`config.mk`:
```
export PLATFORM = sky130hd
export DESIGN_NAME = button_debounce_long_press_repeat
export DESIGN_NICKNAME = d
export VERILOG_FILES = /design/src/hdl/bdlp_pkg.sv /design/src/hdl/bdlp_fifo.sv /design/src/hdl/bdlp_front.sv /design/src/hdl/bdlp_out.sv /design/src/hdl/button_debounce_long_press_repeat.sv
export VERILOG_INCLUDE_DIRS = /design/src /design/src/hdl
export SDC_FILE = /design/constraint.sdc
export NUM_CORES = 1
export LEC_CHECK = 0
export BUFFER_PORTS_ARGS = -buffer_cell sky130_fd_sc_hd__buf_2
export CORE_MARGIN = 2
export CORE_UTILIZATION = 65
export DETAILED_ROUTE_END_ITERATION = 10
export GPL_TIMING_DRIVEN = 1
export PLACE_DENSITY = 0.79
export SYNTH_ARGS = -nofsm -noshare
export SYNTH_HDL_FRONTEND = slang
export SYNTH_HIERARCHICAL = 1
export SYNTH_SLANG_ARGS = --single-unit
```
`constraint.sdc`:
```
create_clock -name clk -period 21.3 [get_ports clk]
set_input_delay 4.26 -clock clk [delete_from_list [all_inputs] [get_ports clk]]
set_output_delay 4.26 -clock clk [all_outputs]
set_load 0.02 [all_outputs]
```
`src/hdl/button_debounce_long_press_repeat_defines.svh`:
```
// Assertion macros shared by the button debouncer RTL.
// Used by the front sequencer and the event queue; needs clk and arst_n in scope.
`ifndef BUTTON_DEBOUNCE_LONG_PRESS_REPEAT_DEFINES_SVH
`define BUTTON_DEBOUNCE_LONG_PRESS_REPEAT_DEFINES_SVH
`ifndef ASSERT_OFF
`define BDLP_ASSERT(lbl, prop, msg) \
	lbl: assert property (@(posedge clk) disable iff (!arst_n) prop) else $error(msg);
`define BDLP_ASSERT_HOLD(lbl, cond, sig, msg) \
	lbl: assert property (@(posedge clk) disable iff (!arst_n) (cond) |=> $stable(sig)) \
		else $error(msg);
`else
`define BDLP_ASSERT(lbl, prop, msg)
`define BDLP_ASSERT_HOLD(lbl, cond, sig, msg)
`endif
`endif

```
`src/hdl/bdlp_pkg.sv`:
```
// Shared types and constants of the button debouncer.
// No dependencies; used by every module of the block.
package bdlp_pkg;

	localparam int MAX_BUTTONS  = 16;
	localparam int DEF_BUTTONS  = 5;
	localparam int DEF_QUEUE    = 4;
	localparam int FIELD_BUTTONS = 5;

	localparam int TIME_W    = 32;
	localparam int CFG_W     = 16;
	localparam int CFG_IDX_W = 3;
	localparam int BTN_W     = 3;
	localparam int EV_W      = 2;
	localparam int IN_DATA_W = 40;
	localparam int OUT_DATA_W = 8;

	localparam logic [CFG_W-1:0]         RST_DEBOUNCE     = 16'd20;
	localparam logic [CFG_W-1:0]         RST_LONG_PRESS   = 16'd550;
	localparam logic [CFG_W-1:0]         RST_REPEAT_DELAY = 16'd300;
	localparam logic [CFG_W-1:0]         RST_REPEAT_RATE  = 16'd80;
	localparam logic [FIELD_BUTTONS-1:0] RST_REPEAT_MASK  = 5'd15;

	typedef enum logic [EV_W-1:0] {
		EV_PRESSED  = 2'd0,
		EV_CLICKED  = 2'd1,
		EV_RELEASED = 2'd2,
		EV_LONG     = 2'd3
	} event_t;

	typedef enum logic [CFG_IDX_W-1:0] {
		REG_DEBOUNCE     = 3'd0,
		REG_LONG_PRESS   = 3'd1,
		REG_REPEAT_DELAY = 3'd2,
		REG_REPEAT_RATE  = 3'd3,
		REG_REPEAT_MASK  = 3'd4
	} reg_idx_t;

	typedef enum logic [1:0] {
		F_IDLE,
		F_EVAL,
		F_EMIT,
		F_FLUSH
	} front_state_t;

	typedef struct packed {
		logic [BTN_W-1:0] button;
		event_t           ev;
		logic             last;
	} evt_t;

endpackage

```
`src/hdl/bdlp_fifo.sv`:
```
// Short event queue between the front sequencer and the output stage.
// Depends on bdlp_pkg for the event record type.
`include "button_debounce_long_press_repeat_defines.svh"
module bdlp_fifo #(
	parameter int DEPTH = bdlp_pkg::DEF_QUEUE
) (
	input  logic              clk,
	input  logic              arst_n,
	input  logic              push,
	input  bdlp_pkg::evt_t    wdata,
	output logic              full,
	input  logic              pop,
	output bdlp_pkg::evt_t    rdata,
	output logic              empty
);

	localparam int PW = (DEPTH > 1) ? $clog2(DEPTH) : 1;
	localparam int CW = $clog2(DEPTH + 1);

	bdlp_pkg::evt_t  mem_q [DEPTH];
	logic [PW-1:0]   wr_ptr_q;
	logic [PW-1:0]   rd_ptr_q;
	logic [CW-1:0]   cnt_q;

	assign full  = (cnt_q == CW'(DEPTH));
	assign empty = (cnt_q == '0);
	assign rdata = mem_q[rd_ptr_q];

	always_ff @(posedge clk) begin
		if (push)
			mem_q[wr_ptr_q] <= wdata;
	end

	always_ff @(posedge clk or negedge arst_n) begin
		if (!arst_n) begin
			wr_ptr_q <= '0;
			rd_ptr_q <= '0;
			cnt_q    <= '0;
		end else begin
			if (push)
				wr_ptr_q <= (wr_ptr_q == PW'(DEPTH - 1)) ? '0 : wr_ptr_q + 1'b1;
			if (pop)
				rd_ptr_q <= (rd_ptr_q == PW'(DEPTH - 1)) ? '0 : rd_ptr_q + 1'b1;
			case ({push, pop})
				2'b10:   cnt_q <= cnt_q + 1'b1;
				2'b01:   cnt_q <= cnt_q - 1'b1;
				default: cnt_q <= cnt_q;
			endcase
		end
	end

	`BDLP_ASSERT(a_no_overflow, push |-> !full, "event pushed into a full queue")
	`BDLP_ASSERT(a_no_underflow, pop |-> !empty, "event popped from an empty queue")
	`BDLP_ASSERT(a_count_range, cnt_q <= CW'(DEPTH), "queue fill count out of range")

endmodule

```
`src/hdl/bdlp_front.sv`:
```
// Front sequencer: takes samples, walks the buttons, updates their state and queues events.
// Depends on bdlp_pkg; feeds bdlp_fifo.
`include "button_debounce_long_press_repeat_defines.svh"
module bdlp_front #(
	parameter int BUTTONS = bdlp_pkg::DEF_BUTTONS
) (
	input  logic                                 clk,
	input  logic                                 arst_n,
	input  logic                                 s_tvalid,
	output logic                                 s_tready,
	input  logic [bdlp_pkg::IN_DATA_W-1:0]       s_tdata,
	input  logic                                 cfg_we,
	input  logic [bdlp_pkg::CFG_IDX_W-1:0]       cfg_index,
	input  logic [bdlp_pkg::CFG_W-1:0]           cfg_wdata,
	output logic                                 push,
	output bdlp_pkg::evt_t                       push_data,
	input  logic                                 full
);

	localparam int IW  = (BUTTONS > 1) ? $clog2(BUTTONS) : 1;
	localparam int MB  = bdlp_pkg::MAX_BUTTONS;
	localparam int MBW = $clog2(MB);
	localparam int TW  = bdlp_pkg::TIME_W;
	localparam int FB  = bdlp_pkg::FIELD_BUTTONS;

	bdlp_pkg::front_state_t state_q, state_d;

	logic [bdlp_pkg::CFG_W-1:0] deb_q, long_q, delay_q, rate_q;
	logic [FB-1:0]              mask_q;

	logic [TW-1:0]    now_q;
	logic [FB-1:0]    raw_q;
	logic [IW-1:0]    idx_q;
	logic [1:0]       n_q;
	logic             k_q;
	bdlp_pkg::event_t ev0_q, ev1_q;
	logic             pend_valid_q;
	logic [bdlp_pkg::BTN_W-1:0] pend_btn_q;
	bdlp_pkg::event_t pend_ev_q;

	logic [BUTTONS-1:0] stable_q, prev_q, fired_q, ract_q;
	logic [TW-1:0]      dstamp_q [BUTTONS];
	logic [TW-1:0]      pstamp_q [BUTTONS];
	logic [TW-1:0]      rstamp_q [BUTTONS];

	logic [MB-1:0] raw_ext, mask_ext;
	logic          level, rep, stable, fired, ract;
	logic [TW-1:0] d_diff, h_diff, r_diff;
	logic          db_ok;
	logic [1:0]    e_n;
	bdlp_pkg::event_t e0, e1;
	logic          n_stable, n_fired, n_ract, set_p, set_r;
	logic          last_btn, take_ev, emit_done, accept, flush_done;

	assign raw_ext  = MB'(raw_q);
	assign mask_ext = MB'(mask_q);
	assign level    = raw_ext[MBW'(idx_q)];
	assign rep      = mask_ext[MBW'(idx_q)];
	assign stable   = stable_q[idx_q];
	assign fired    = fired_q[idx_q];
	assign ract     = ract_q[idx_q];
	assign d_diff   = now_q - dstamp_q[idx_q];
	assign h_diff   = now_q - pstamp_q[idx_q];
	assign r_diff   = now_q - rstamp_q[idx_q];
	// A raw change restarts the debounce window, so the difference would be zero.
	assign db_ok    = (level == prev_q[idx_q]) && (d_diff > TW'(deb_q));
	assign last_btn = (idx_q == IW'(BUTTONS - 1));

	// Events and state update of the current button.
	always_comb begin
		e_n      = 2'd0;
		e0       = bdlp_pkg::EV_PRESSED;
		e1       = bdlp_pkg::EV_PRESSED;
		n_stable = stable;
		n_fired  = fired;
		n_ract   = ract;
		set_p    = 1'b0;
		set_r    = 1'b0;
		if (db_ok) begin
			if (level != stable) begin
				n_stable = level;
				if (level) begin
					set_p   = 1'b1;
					set_r   = 1'b1;
					n_fired = 1'b0;
					n_ract  = 1'b0;
					e0      = bdlp_pkg::EV_PRESSED;
					e_n     = 2'd1;
					// Hold time is zero here, so only a zero repeat delay clicks at once.
					if (rep && (delay_q == '0)) begin
						n_ract = 1'b1;
						e1     = bdlp_pkg::EV_CLICKED;
						e_n    = 2'd2;
					end
				end else begin
					n_ract = 1'b0;
					if (!fired) begin
						e0  = bdlp_pkg::EV_CLICKED;
						e1  = bdlp_pkg::EV_RELEASED;
						e_n = 2'd2;
					end else begin
						e0  = bdlp_pkg::EV_RELEASED;
						e_n = 2'd1;
					end
				end
			end else if (stable && !fired) begin
				if (h_diff > TW'(long_q)) begin
					n_fired = 1'b1;
					e0      = bdlp_pkg::EV_LONG;
					e_n     = 2'd1;
				end else if (rep && (h_diff >= TW'(delay_q))) begin
					if (!ract) begin
						n_ract = 1'b1;
						set_r  = 1'b1;
						e0     = bdlp_pkg::EV_CLICKED;
						e_n    = 2'd1;
					end else if (r_diff >= TW'(rate_q)) begin
						set_r = 1'b1;
						e0    = bdlp_pkg::EV_CLICKED;
						e_n   = 2'd1;
					end
				end
			end
		end
	end

	always_ff @(posedge clk or negedge arst_n) begin
		if (!arst_n)
			state_q <= bdlp_pkg::F_IDLE;
		else
			state_q <= state_d;
	end

	// Each new event displaces the pending one into the queue; the pending one
	// left at the end of the sample goes out marked as last.
	always_comb begin
		state_d            = state_q;
		s_tready           = 1'b0;
		accept             = 1'b0;
		push               = 1'b0;
		take_ev            = 1'b0;
		flush_done         = 1'b0;
		emit_done          = (k_q == 1'b1) || (n_q == 2'd1);
		push_data.button   = pend_btn_q;
		push_data.ev       = pend_ev_q;
		push_data.last     = 1'b0;
		case (state_q)
			bdlp_pkg::F_IDLE: begin
				s_tready = 1'b1;
				if (s_tvalid) begin
					accept  = 1'b1;
					state_d = bdlp_pkg::F_EVAL;
				end
			end
			bdlp_pkg::F_EVAL: begin
				if (e_n != 2'd0)
					state_d = bdlp_pkg::F_EMIT;
				else if (last_btn)
					state_d = bdlp_pkg::F_FLUSH;
			end
			bdlp_pkg::F_EMIT: begin
				if (!(pend_valid_q && full)) begin
					take_ev = 1'b1;
					push    = pend_valid_q;
					if (emit_done)
						state_d = last_btn ? bdlp_pkg::F_FLUSH : bdlp_pkg::F_EVAL;
				end
			end
			bdlp_pkg::F_FLUSH: begin
				push_data.last = 1'b1;
				if (!pend_valid_q) begin
					state_d = bdlp_pkg::F_IDLE;
				end else if (!full) begin
					push       = 1'b1;
					flush_done = 1'b1;
					state_d    = bdlp_pkg::F_IDLE;
				end
			end
			default: state_d = bdlp_pkg::F_IDLE;
		endcase
	end

	always_ff @(posedge clk) begin
		if (accept) begin
			now_q <= s_tdata[TW-1:0];
			raw_q <= s_tdata[TW+FB-1:TW];
		end
		if (state_q == bdlp_pkg::F_EVAL) begin
			ev0_q <= e0;
			ev1_q <= e1;
		end
		if (take_ev) begin
			pend_btn_q <= bdlp_pkg::BTN_W'(idx_q);
			pend_ev_q  <= k_q ? ev1_q : ev0_q;
		end
	end

	always_ff @(posedge clk or negedge arst_n) begin
		if (!arst_n) begin
			deb_q        <= bdlp_pkg::RST_DEBOUNCE;
			long_q       <= bdlp_pkg::RST_LONG_PRESS;
			delay_q      <= bdlp_pkg::RST_REPEAT_DELAY;
			rate_q       <= bdlp_pkg::RST_REPEAT_RATE;
			mask_q       <= bdlp_pkg::RST_REPEAT_MASK;
			idx_q        <= '0;
			n_q          <= '0;
			k_q          <= 1'b0;
			pend_valid_q <= 1'b0;
			stable_q     <= '0;
			prev_q       <= '0;
			fired_q      <= '0;
			ract_q       <= '0;
			for (int i = 0; i < BUTTONS; i++) begin
				dstamp_q[i] <= '0;
				pstamp_q[i] <= '0;
				rstamp_q[i] <= '0;
			end
		end else begin
			if (cfg_we) begin
				case (bdlp_pkg::reg_idx_t'(cfg_index))
					bdlp_pkg::REG_DEBOUNCE:     deb_q   <= cfg_wdata;
					bdlp_pkg::REG_LONG_PRESS:   long_q  <= cfg_wdata;
					bdlp_pkg::REG_REPEAT_DELAY: delay_q <= cfg_wdata;
					bdlp_pkg::REG_REPEAT_RATE:  rate_q  <= cfg_wdata;
					bdlp_pkg::REG_REPEAT_MASK:  mask_q  <= cfg_wdata[FB-1:0];
					default: ;
				endcase
			end
			if (accept)
				idx_q <= '0;
			if (state_q == bdlp_pkg::F_EVAL) begin
				n_q              <= e_n;
				k_q              <= 1'b0;
				prev_q[idx_q]    <= level;
				stable_q[idx_q]  <= n_stable;
				fired_q[idx_q]   <= n_fired;
				ract_q[idx_q]    <= n_ract;
				if (level != prev_q[idx_q])
					dstamp_q[idx_q] <= now_q;
				if (set_p)
					pstamp_q[idx_q] <= now_q;
				if (set_r)
					rstamp_q[idx_q] <= now_q;
				if (e_n == 2'd0 && !last_btn)
					idx_q <= idx_q + 1'b1;
			end
			if (take_ev) begin
				pend_valid_q <= 1'b1;
				k_q          <= 1'b1;
				if (emit_done && !last_btn)
					idx_q <= idx_q + 1'b1;
			end
			if (flush_done)
				pend_valid_q <= 1'b0;
		end
	end

	`BDLP_ASSERT(a_idle_clean, (state_q == bdlp_pkg::F_IDLE) |-> !pend_valid_q, "pending event left over after a sample")
	`BDLP_ASSERT(a_emit_has_events, (state_q == bdlp_pkg::F_EMIT) |-> (n_q != 2'd0), "emitting for a button without events")
	`BDLP_ASSERT(a_push_not_full, push |-> !full, "front pushed into a full queue")
	`BDLP_ASSERT_HOLD(a_pending_holds, (state_q == bdlp_pkg::F_EMIT) && pend_valid_q && full, {pend_btn_q, pend_ev_q}, "pending event changed while stalled")

endmodule

```
`src/hdl/bdlp_out.sv`:
```
// Output stage: takes events from the queue into the result register.
// Depends on bdlp_pkg; drains bdlp_fifo.
module bdlp_out (
	input  logic                               clk,
	input  logic                               arst_n,
	input  logic                               empty,
	input  bdlp_pkg::evt_t                     rdata,
	output logic                               pop,
	output logic                               m_tvalid,
	input  logic                               m_tready,
	output logic [bdlp_pkg::OUT_DATA_W-1:0]    m_tdata,
	output logic [bdlp_pkg::EV_W-1:0]          m_tuser,
	output logic                               m_tlast
);

	logic                        valid_q;
	logic [bdlp_pkg::BTN_W-1:0]  button_q;
	bdlp_pkg::event_t            ev_q;
	logic                        last_q;

	// Load a new request whenever the register is empty or being drained.
	assign pop      = !empty && (!valid_q || m_tready);
	assign m_tvalid = valid_q;
	assign m_tdata  = bdlp_pkg::OUT_DATA_W'(button_q);
	assign m_tuser  = ev_q;
	assign m_tlast  = last_q;

	always_ff @(posedge clk or negedge arst_n) begin
		if (!arst_n)
			valid_q <= 1'b0;
		else if (pop)
			valid_q <= 1'b1;
		else if (m_tready)
			valid_q <= 1'b0;
	end

	always_ff @(posedge clk) begin
		if (pop) begin
			button_q <= rdata.button;
			ev_q     <= rdata.ev;
			last_q   <= rdata.last;
		end
	end

endmodule

```
`src/hdl/button_debounce_long_press_repeat.sv`:
```
// Button debouncer with click, long-press and auto-repeat events (top level).
// Instantiates bdlp_front, bdlp_fifo and bdlp_out; depends on bdlp_pkg.
//
// Each input request is one sample: now_ms and one raw pressed bit per button.
// The front sequencer takes a sample in F_IDLE, then evaluates each button in
// F_EVAL, emits each event produced in F_EMIT and closes the sample in
// F_FLUSH; the walk over the buttons and the events set how long a sample
// occupies it, and it stalls while a full queue meets output back-pressure.
// Events go through a small queue to the output register, so the next sample
// is taken while earlier events still wait at the output. A sample that
// changes nothing produces no output request; otherwise the final event of the
// sample carries tlast. Registers are written through cfg_we, cfg_index and
// cfg_wdata; the user must write them only while the block is idle, which the
// block itself does not enforce. Unknown indexes are ignored.
module button_debounce_long_press_repeat #(
	parameter int BUTTONS     = bdlp_pkg::DEF_BUTTONS,
	parameter int QUEUE_DEPTH = bdlp_pkg::DEF_QUEUE
) (
	input  logic                               clk,
	input  logic                               arst_n,
	input  logic                               s_tvalid,
	output logic                               s_tready,
	// [31:0] now_ms, [36:32] raw_pressed, [39:37] zero
	input  logic [bdlp_pkg::IN_DATA_W-1:0]     s_tdata,
	output logic                               m_tvalid,
	input  logic                               m_tready,
	// [2:0] button, [7:3] zero
	output logic [bdlp_pkg::OUT_DATA_W-1:0]    m_tdata,
	// [1:0] event_res
	output logic [bdlp_pkg::EV_W-1:0]          m_tuser,
	output logic                               m_tlast,
	input  logic                               cfg_we,
	input  logic [bdlp_pkg::CFG_IDX_W-1:0]     cfg_index,
	input  logic [bdlp_pkg::CFG_W-1:0]         cfg_wdata
);

	logic           push, full, pop, empty;
	bdlp_pkg::evt_t push_data, rdata;

	bdlp_front #(
		.BUTTONS (BUTTONS)
	) u_front (
		.clk       (clk),
		.arst_n    (arst_n),
		.s_tvalid  (s_tvalid),
		.s_tready  (s_tready),
		.s_tdata   (s_tdata),
		.cfg_we    (cfg_we),
		.cfg_index (cfg_index),
		.cfg_wdata (cfg_wdata),
		.push      (push),
		.push_data (push_data),
		.full      (full)
	);

	bdlp_fifo #(
		.DEPTH (QUEUE_DEPTH)
	) u_fifo (
		.clk    (clk),
		.arst_n (arst_n),
		.push   (push),
		.wdata  (push_data),
		.full   (full),
		.pop    (pop),
		.rdata  (rdata),
		.empty  (empty)
	);

	bdlp_out u_out (
		.clk      (clk),
		.arst_n   (arst_n),
		.empty    (empty),
		.rdata    (rdata),
		.pop      (pop),
		.m_tvalid (m_tvalid),
		.m_tready (m_tready),
		.m_tdata  (m_tdata),
		.m_tuser  (m_tuser),
		.m_tlast  (m_tlast)
	);

endmodule

```
==> results.sh, run 1 <==
export IMPL_worst_setup_skew_after_layout_ns=0.02608
export IMPL_crit_arrival_ns=9.91
export IMPL_critPathSlowestCell="buf_4"
export IMPL_path_clk_slew_ns=0.06
export IMPL_worstMarginPinSlew_ns=1.250
export IMPL_asyncSetResetFlopFracSynth_pct=88.52
export IMPL_design_die_area_um2=58910
export IMPL_number_of_flops_mapped_to_enable_cells_by_yosys=76
export IMPL_synth_distinct_cells=101
export IMPL_library_cell_occupying_the_most_area_in_the_post_synthesis_netlist="dfrtp_1"
export IMPL_post_synthesis_instance_total=3196
export IMPL_grt_setup_unrepaired="false"
export IMPL_maxSlewHeadroom_pct=16.67
export IMPL_start_util_pct=65.69
export IMPL_synth_most_common_cell="dfrtp_1"
export IMPL_synth_warnings=6
export IMPL_synth_top_cells_by_count="570 x dfrtp_1, 286 x mux2_2, 209 x nand2_1"
export IMPL_final_weighted_congestion_in_routability_driven_placement=0.9500
export IMPL_crit_path_end_kind="register"
export IMPL_slowest_delay_ns=0.68
export IMPL_cts_setup_buffers=0
export IMPL_grt_antenna_before_repair=1
export IMPL_crit_reg2reg_capture="u_front/rstamp_q[64]"
export IMPL_hold_path_end="u_front/dstamp_q[65]"
export IMPL_postSynthAreaPerCell_um2=11.59
export IMPL_grt_pass1_wl_um=162400
export IMPL_holdCritStartpoint="u_front/dstamp_q[65]"
export IMPL_drt_vias_per_instance=6.716
export IMPL_period_needed_ns=9.402
export IMPL_groute_usage_overall_pct=36.13
export IMPL_fp_dieW_um=242.7
export IMPL_detailedRoute_firstPassIterationCount=7
export IMPL_io_buffer_count=68
export IMPL_root_buffer="clkbuf_16"
export IMPL_crit_family="compound AO/OA/AOI/OAI gates"
export IMPL_finalCoreUtilization_pct=71.12
export IMPL_cts_resized=0
export IMPL_detailedPlacementHpwl_um=68510
export IMPL_critical_path_required_ns=21.81
export IMPL_setup_violations_final=0
export IMPL_cts_htree_levels=3
export IMPL_worst_r2r_setup_slack_ns=11.90
export IMPL_number_of_filler_cells_placed_in_the_layout=3948
export IMPL_clock_tree_buffer_depth=3
export IMPL_synth_main_ff_cell="dfrtp_1"
export IMPL_yosysSeqAreaShare_pct=45.81
export IMPL_drt_iter0_markers=2683
export IMPL_timing_critical_path_from_type="register"
export IMPL_hold_depth=2
export IMPL_path_buf_inv=3
export IMPL_finalHoldViolations=0
export IMPL_final_max_slew_viol_count=0
export IMPL_drcViolationCount=0
export IMPL_hold_path_class="reg -> reg"
export IMPL_core_area_um2=56390
export IMPL_critPathMostFrequentCell="buf_4"
export IMPL_tritoncts="done"
export IMPL_antenna_violating_nets_post_route=0
export IMPL_period_share_pct=44.14
export IMPL_leading_cell_types_by_total_area_after_synthesis="dfrtp_1 39%, mux2_2 8.7%, edfxtp_1 6.2%"
export IMPL_area_growth_syn_to_layout_pct=8.266
export IMPL_r2r_start="u_front/idx_q[0]"
export IMPL_maxClockFrequency_mhz=106.4
export IMPL_first_global_vias=27347
export IMPL_design_portCount=77
export IMPL_floorplan_rows=87
export IMPL_post_synth_instance_area_um2=37040
export IMPL_route_detailed_wl_per_inst_um=26.54
export IMPL_outcome="finished, final reports clean"
export IMPL_grt_remaining_overflow=0
export IMPL_route_vias_total=26791
export IMPL_worst_path_stages=26
export IMPL_cts_hold_repair_buffers=0
export IMPL_insertedDiodeCount=0
export IMPL_insertion_delay_ns=0.63
export IMPL_cts_sinks=662
export IMPL_worstPathMaxFanout=39
export IMPL_grt_start_max_net_pins=111
export IMPL_route_final_wire_length_um=105900
export IMPL_drive_gt1_share_pct=24.37
export IMPL_final_setup_tns_ns=0
export IMPL_fin_nets=3416
export IMPL_numCtsBuffers=70
export IMPL_yosysTopAreaCellShare_pct=38.51
export IMPL_register_bit_total_from_synthesis=662
export IMPL_chipHeight_um=242.7
export IMPL_r2r_worst_path_cells=26
export IMPL_maxCapViolCount=0
export IMPL_kind_of_critical_path="reg -> reg"
-- layout by cell type (no fill, tap or decap), types with 25 or more instances in the layout --
cell,n
a21o_1,56
mux2i_1,69
nand2_1,208
o21ai_0,164
xnor2_1,35
nor2_1,155
edfxtp_1,76
mux2_4,146
nor3_1,37
dfrtp_1,568
mux4_2,46
clkbuf_16,70
nand4_1,34
a22oi_1,95
inv_1,101
buf_4,55
mux2_2,286
ha_1,170
nand3_1,32
buf_2,67
o21a_1,25
mux2_1,94
a21oi_1,197
-- cell families (layout without fill, tap and decap cells) --
logic type,after synthesis,after routing,share of synthesized area (%)
AND/OR/NAND/NOR,604,604,7.793
flip-flops,662,662,45.81
other,1,5,0.01012
XOR/XNOR,55,55,1.301
adder cells (fa/ha/maj),174,174,5.959
buffers and inverters,322,355,3.973
multiplexers,641,641,22.13
AO/OA/AOI/OAI,737,737,13.03
-- worst register-to-register path, delay by kind of cell (launching register included) --
| kind | cells | cell delay, ns |
|---|---|---|
| AO/OA/AOI/OAI | 11 | 3.35 |
| AND/OR/NAND/NOR | 7 | 1.81 |
| buffers and inverters | 3 | 1.62 |
| multiplexers | 2 | 1.13 |
| flip-flops | 1 | 0.65 |
| adder cells (fa/ha/maj) | 2 | 0.61 |
| XOR/XNOR | 1 | 0.11 |
-- flip-flops by register name (all words and copies together) (netlist names), 16 cells and up --
| register | flops |
|---|---|
| u_front/now_q | 32 |
| u_front/deb_q | 16 |
| u_front/long_q | 16 |
| u_front/delay_q | 16 |
| u_fifo/mem_q | 24 |
| u_front/rate_q | 16 |
| u_front/rstamp_q | 160 |
| u_front/pstamp_q | 160 |
| u_front/dstamp_q | 160 |
-- metrics by stage --
step / cell area [um2] / worst slack, ns / instances / hold WS, ns
after floorplan: 37050 / 14.03 / 3200 / 0.4407
after global placement: 37790 / 12.31 / 3862 / 0.4557
after detailed placement: 37790 / 12.30 / 3862 / 0.4665
after CTS: 40100 / 12.21 / 3989 / 0.4803
after global routing: 40100 / 11.65 / 3989 / 0.4943
final: 40100 / 11.90 / 3989 / 0.4804
-- worst max-delay path by stage --
stage | startpoint | end | slack [ns]
CTS | u_front/idx_q[0] | u_front/rstamp_q[63] | 12.21
floorplan | u_front/idx_q[0] | u_front/pstamp_q[119] | 14.03
global route | u_front/idx_q[0] | u_front/rstamp_q[63] | 11.65
detailed placement | u_front/idx_q[0] | u_front/rstamp_q[32] | 12.30
finish | u_front/idx_q[0] | u_front/rstamp_q[64] | 11.90
global placement | u_front/idx_q[0] | u_front/rstamp_q[63] | 12.31
-- final cells by class --
class | instances | area [um2] | share of cell area, %
clock inverters | 30 | 325.3 | 0.8112
flip-flops and latches | 662 | 16970 | 42.33
multi-input cells | 2216 | 18700 | 46.63
clock buffers | 97 | 1983 | 4.945
well taps | 756 | 945.9 | 2.359
inverters | 104 | 391.6 | 0.9766
repair buffers | 124 | 783.3 | 1.953
-- routing by layer --
layer	global-route usage, %	vias to the layer above	part of all wire, %	wire length, um
met5	0	-	0.012	13
met1	48.90	13689	41	43610
met2	58.30	1150	47	49960
met4	14.98	2	4.1	4371
met3	6.137	258	7.5	7903
li1	-	11692	-	-
Power of run 1 is left out: the tool's default activity adds up to more than one toggle a clock period on the data nets, which glitch-free logic cannot reach.
==> run 2: changes to the inputs <==
CORE_UTILIZATION = 64   (was 65)
PLACE_DENSITY = 0.78   (was 0.79)
clock period = 8.91 ns   (was 21.3 ns; I/O delays follow)
==> results.sh, run 2 (synthesis results as in run 1) <==
export IMPL_critical_path_required_ns=9.40
export IMPL_worstPathMaxFanout=32
export IMPL_maxCapViolCount=0
export IMPL_final_weighted_congestion_in_routability_driven_placement=0.9964
export IMPL_drt_vias_per_instance=6.675
export IMPL_area_growth_syn_to_layout_pct=9.185
export IMPL_finalHoldViolations=0
export IMPL_setup_violations_final=0
export IMPL_numCtsBuffers=71
export IMPL_io_buffer_count=68
export IMPL_maxSlewHeadroom_pct=15.05
export IMPL_worst_setup_skew_after_layout_ns=0.02432
export IMPL_cts_resized=0
export IMPL_grt_start_max_net_pins=190
export IMPL_cts_sinks=662
export IMPL_core_area_um2=57480
export IMPL_cts_setup_buffers=0
export IMPL_fp_dieW_um=244.6
export IMPL_period_needed_ns=8.469
export IMPL_drive_gt1_share_pct=24.84
export IMPL_grt_remaining_overflow=0
export IMPL_drcViolationCount=0
export IMPL_start_util_pct=64.44
export IMPL_tritoncts="done"
export IMPL_route_final_wire_length_um=104400
export IMPL_cts_htree_levels=3
export IMPL_maxClockFrequency_mhz=118.1
export IMPL_groute_usage_overall_pct=35.36
export IMPL_antenna_violating_nets_post_route=0
export IMPL_first_global_vias=28035
export IMPL_period_share_pct=95.05
export IMPL_multi_input_gate_area_um2=18700
export IMPL_final_setup_tns_ns=0
export IMPL_final_max_slew_viol_count=0
export IMPL_worstMarginPinSlew_ns=1.274
export IMPL_root_buffer="clkbuf_16"
export IMPL_floorplan_rows=88
export IMPL_number_of_filler_cells_placed_in_the_layout=3963
export IMPL_grt_antenna_before_repair=1
export IMPL_detailedPlacementHpwl_um=69980
export IMPL_hold_slack_ns=0.4832
export IMPL_grt_setup_unrepaired="false"
export IMPL_hold_path_class="reg -> reg"
export IMPL_insertion_delay_ns=0.63
export IMPL_fin_nets=3428
export IMPL_route_detailed_wl_per_inst_um=26.00
export IMPL_design_die_area_um2=59810
export IMPL_grt_pass1_wl_um=162700
export IMPL_route_vias_total=26792
export IMPL_design_portCount=77
export IMPL_drt_iter0_markers=2197
export IMPL_biggestRegsByFlops="u_front/dstamp_q x160, u_front/pstamp_q x160, u_front/rstamp_q x160"
export IMPL_crit_path_end_kind="register"
export IMPL_final_seq_area_um2=16970
export IMPL_timing_critical_path_from_type="register"
export IMPL_detailedRoute_firstPassIterationCount=6
export IMPL_path_clk_slew_ns=0.06
export IMPL_crit_arrival_ns=8.96
export IMPL_clock_tree_buffer_depth=3
export IMPL_final_common_cell="dfrtp_1"
export IMPL_most_common_layout_cells="568 x dfrtp_1, 286 x mux2_2, 208 x nand2_1"
export IMPL_cts_hold_repair_buffers=0
export IMPL_chipHeight_um=244.6
export IMPL_outcome="finished, final reports clean"
export IMPL_kind_of_critical_path="reg -> reg"
export IMPL_insertedDiodeCount=0
[run 2: changes by cell type in the layout (fill, tap and decap cells not counted), moves of 2 or more]
cell       delta
bufinv_16     +5
clkbuf_8      +2
clkbuf_16     +2
clkinv_2      +2
buf_12        +3
buf_4         +8
inv_16        -2
clkinv_4      -2
clkbuf_1      -4
clkinv_8      +4
inv_6         -3
[run 2: final timing paths]
check	cells past startpoint	end	start	slack, ns
worst min-delay path	2	u_front/dstamp_q[64]	u_front/dstamp_q[64]	0.48
min in group asynchronous	1	u_front/delay_q[0]	arst_n	1.19
max in group asynchronous	2	u_front/dstamp_q[27]	arst_n	6.03
worst max-delay path	25	u_front/rstamp_q[0]	u_front/idx_q[1]	0.44
worst min register to register	2	u_front/dstamp_q[64]	u_front/dstamp_q[64]	0.48
worst max register to register	25	u_front/rstamp_q[0]	u_front/idx_q[1]	0.44
[run 2: metal layers]
metal	vias to the layer above	wire [um]	part of all wire (%)	global-route usage (%)
met1	13747	43210	41	46.43
met2	1091	50250	48	58.37
li1	11716	-	-	-
met4	0	3224	3.1	12.39
met3	238	7675	7.4	7.496
met5	-	0	0	0
[run 2: stage by stage]
| step | util (%) | instances | worst slack [ns] | area, um2 |
|---|---|---|---|---|
| floorplan | - | 3200 | 1.644 | 37050 |
| global placement | 65.98 | 3882 | 1.005 | 37920 |
| detailed placement | 65.98 | 3882 | 0.9194 | 37920 |
| CTS | 70.36 | 4014 | 0.6982 | 40440 |
| global route | 70.36 | 4014 | 0.2059 | 40440 |
| finish | 70.36 | 4014 | 0.4406 | 40440 |
[run 2: area by class of cell]
cell class | count | share of cell area [%]
sequential | 662 | 41.97
clock inverter | 35 | 1.173
timing repair buffer | 135 | 2.234
multi-input combinational | 2216 | 46.23
clock buffer | 97 | 5.058
tap | 765 | 2.367
inverter | 104 | 0.9684
[run 2: critical path, cell delays in order, from the launching register on]
cell,delay [ns]
dfrtp_4,0.70
nor3b_4,0.79
a22oi_1,0.28
ha_1,0.34
nor2b_1,0.16
o31a_1,0.29
o31ai_2,0.42
o211ai_1,0.32
and2_1,0.26
a21o_1,0.18
a21oi_1,0.18
xnor2_1,0.10
ha_1,0.29
nand4_1,0.13
nor3_1,0.31
nand2_1,0.13
o31a_1,0.12
a311oi_1,0.48
o2111ai_1,0.18
a2111oi_0,0.59
and4_1,0.43
nor2_1,0.14
buf_4,0.29
o211ai_4,0.09
buf_4,0.60
mux2_2,0.43
Power of run 2 is left out for the same reason.
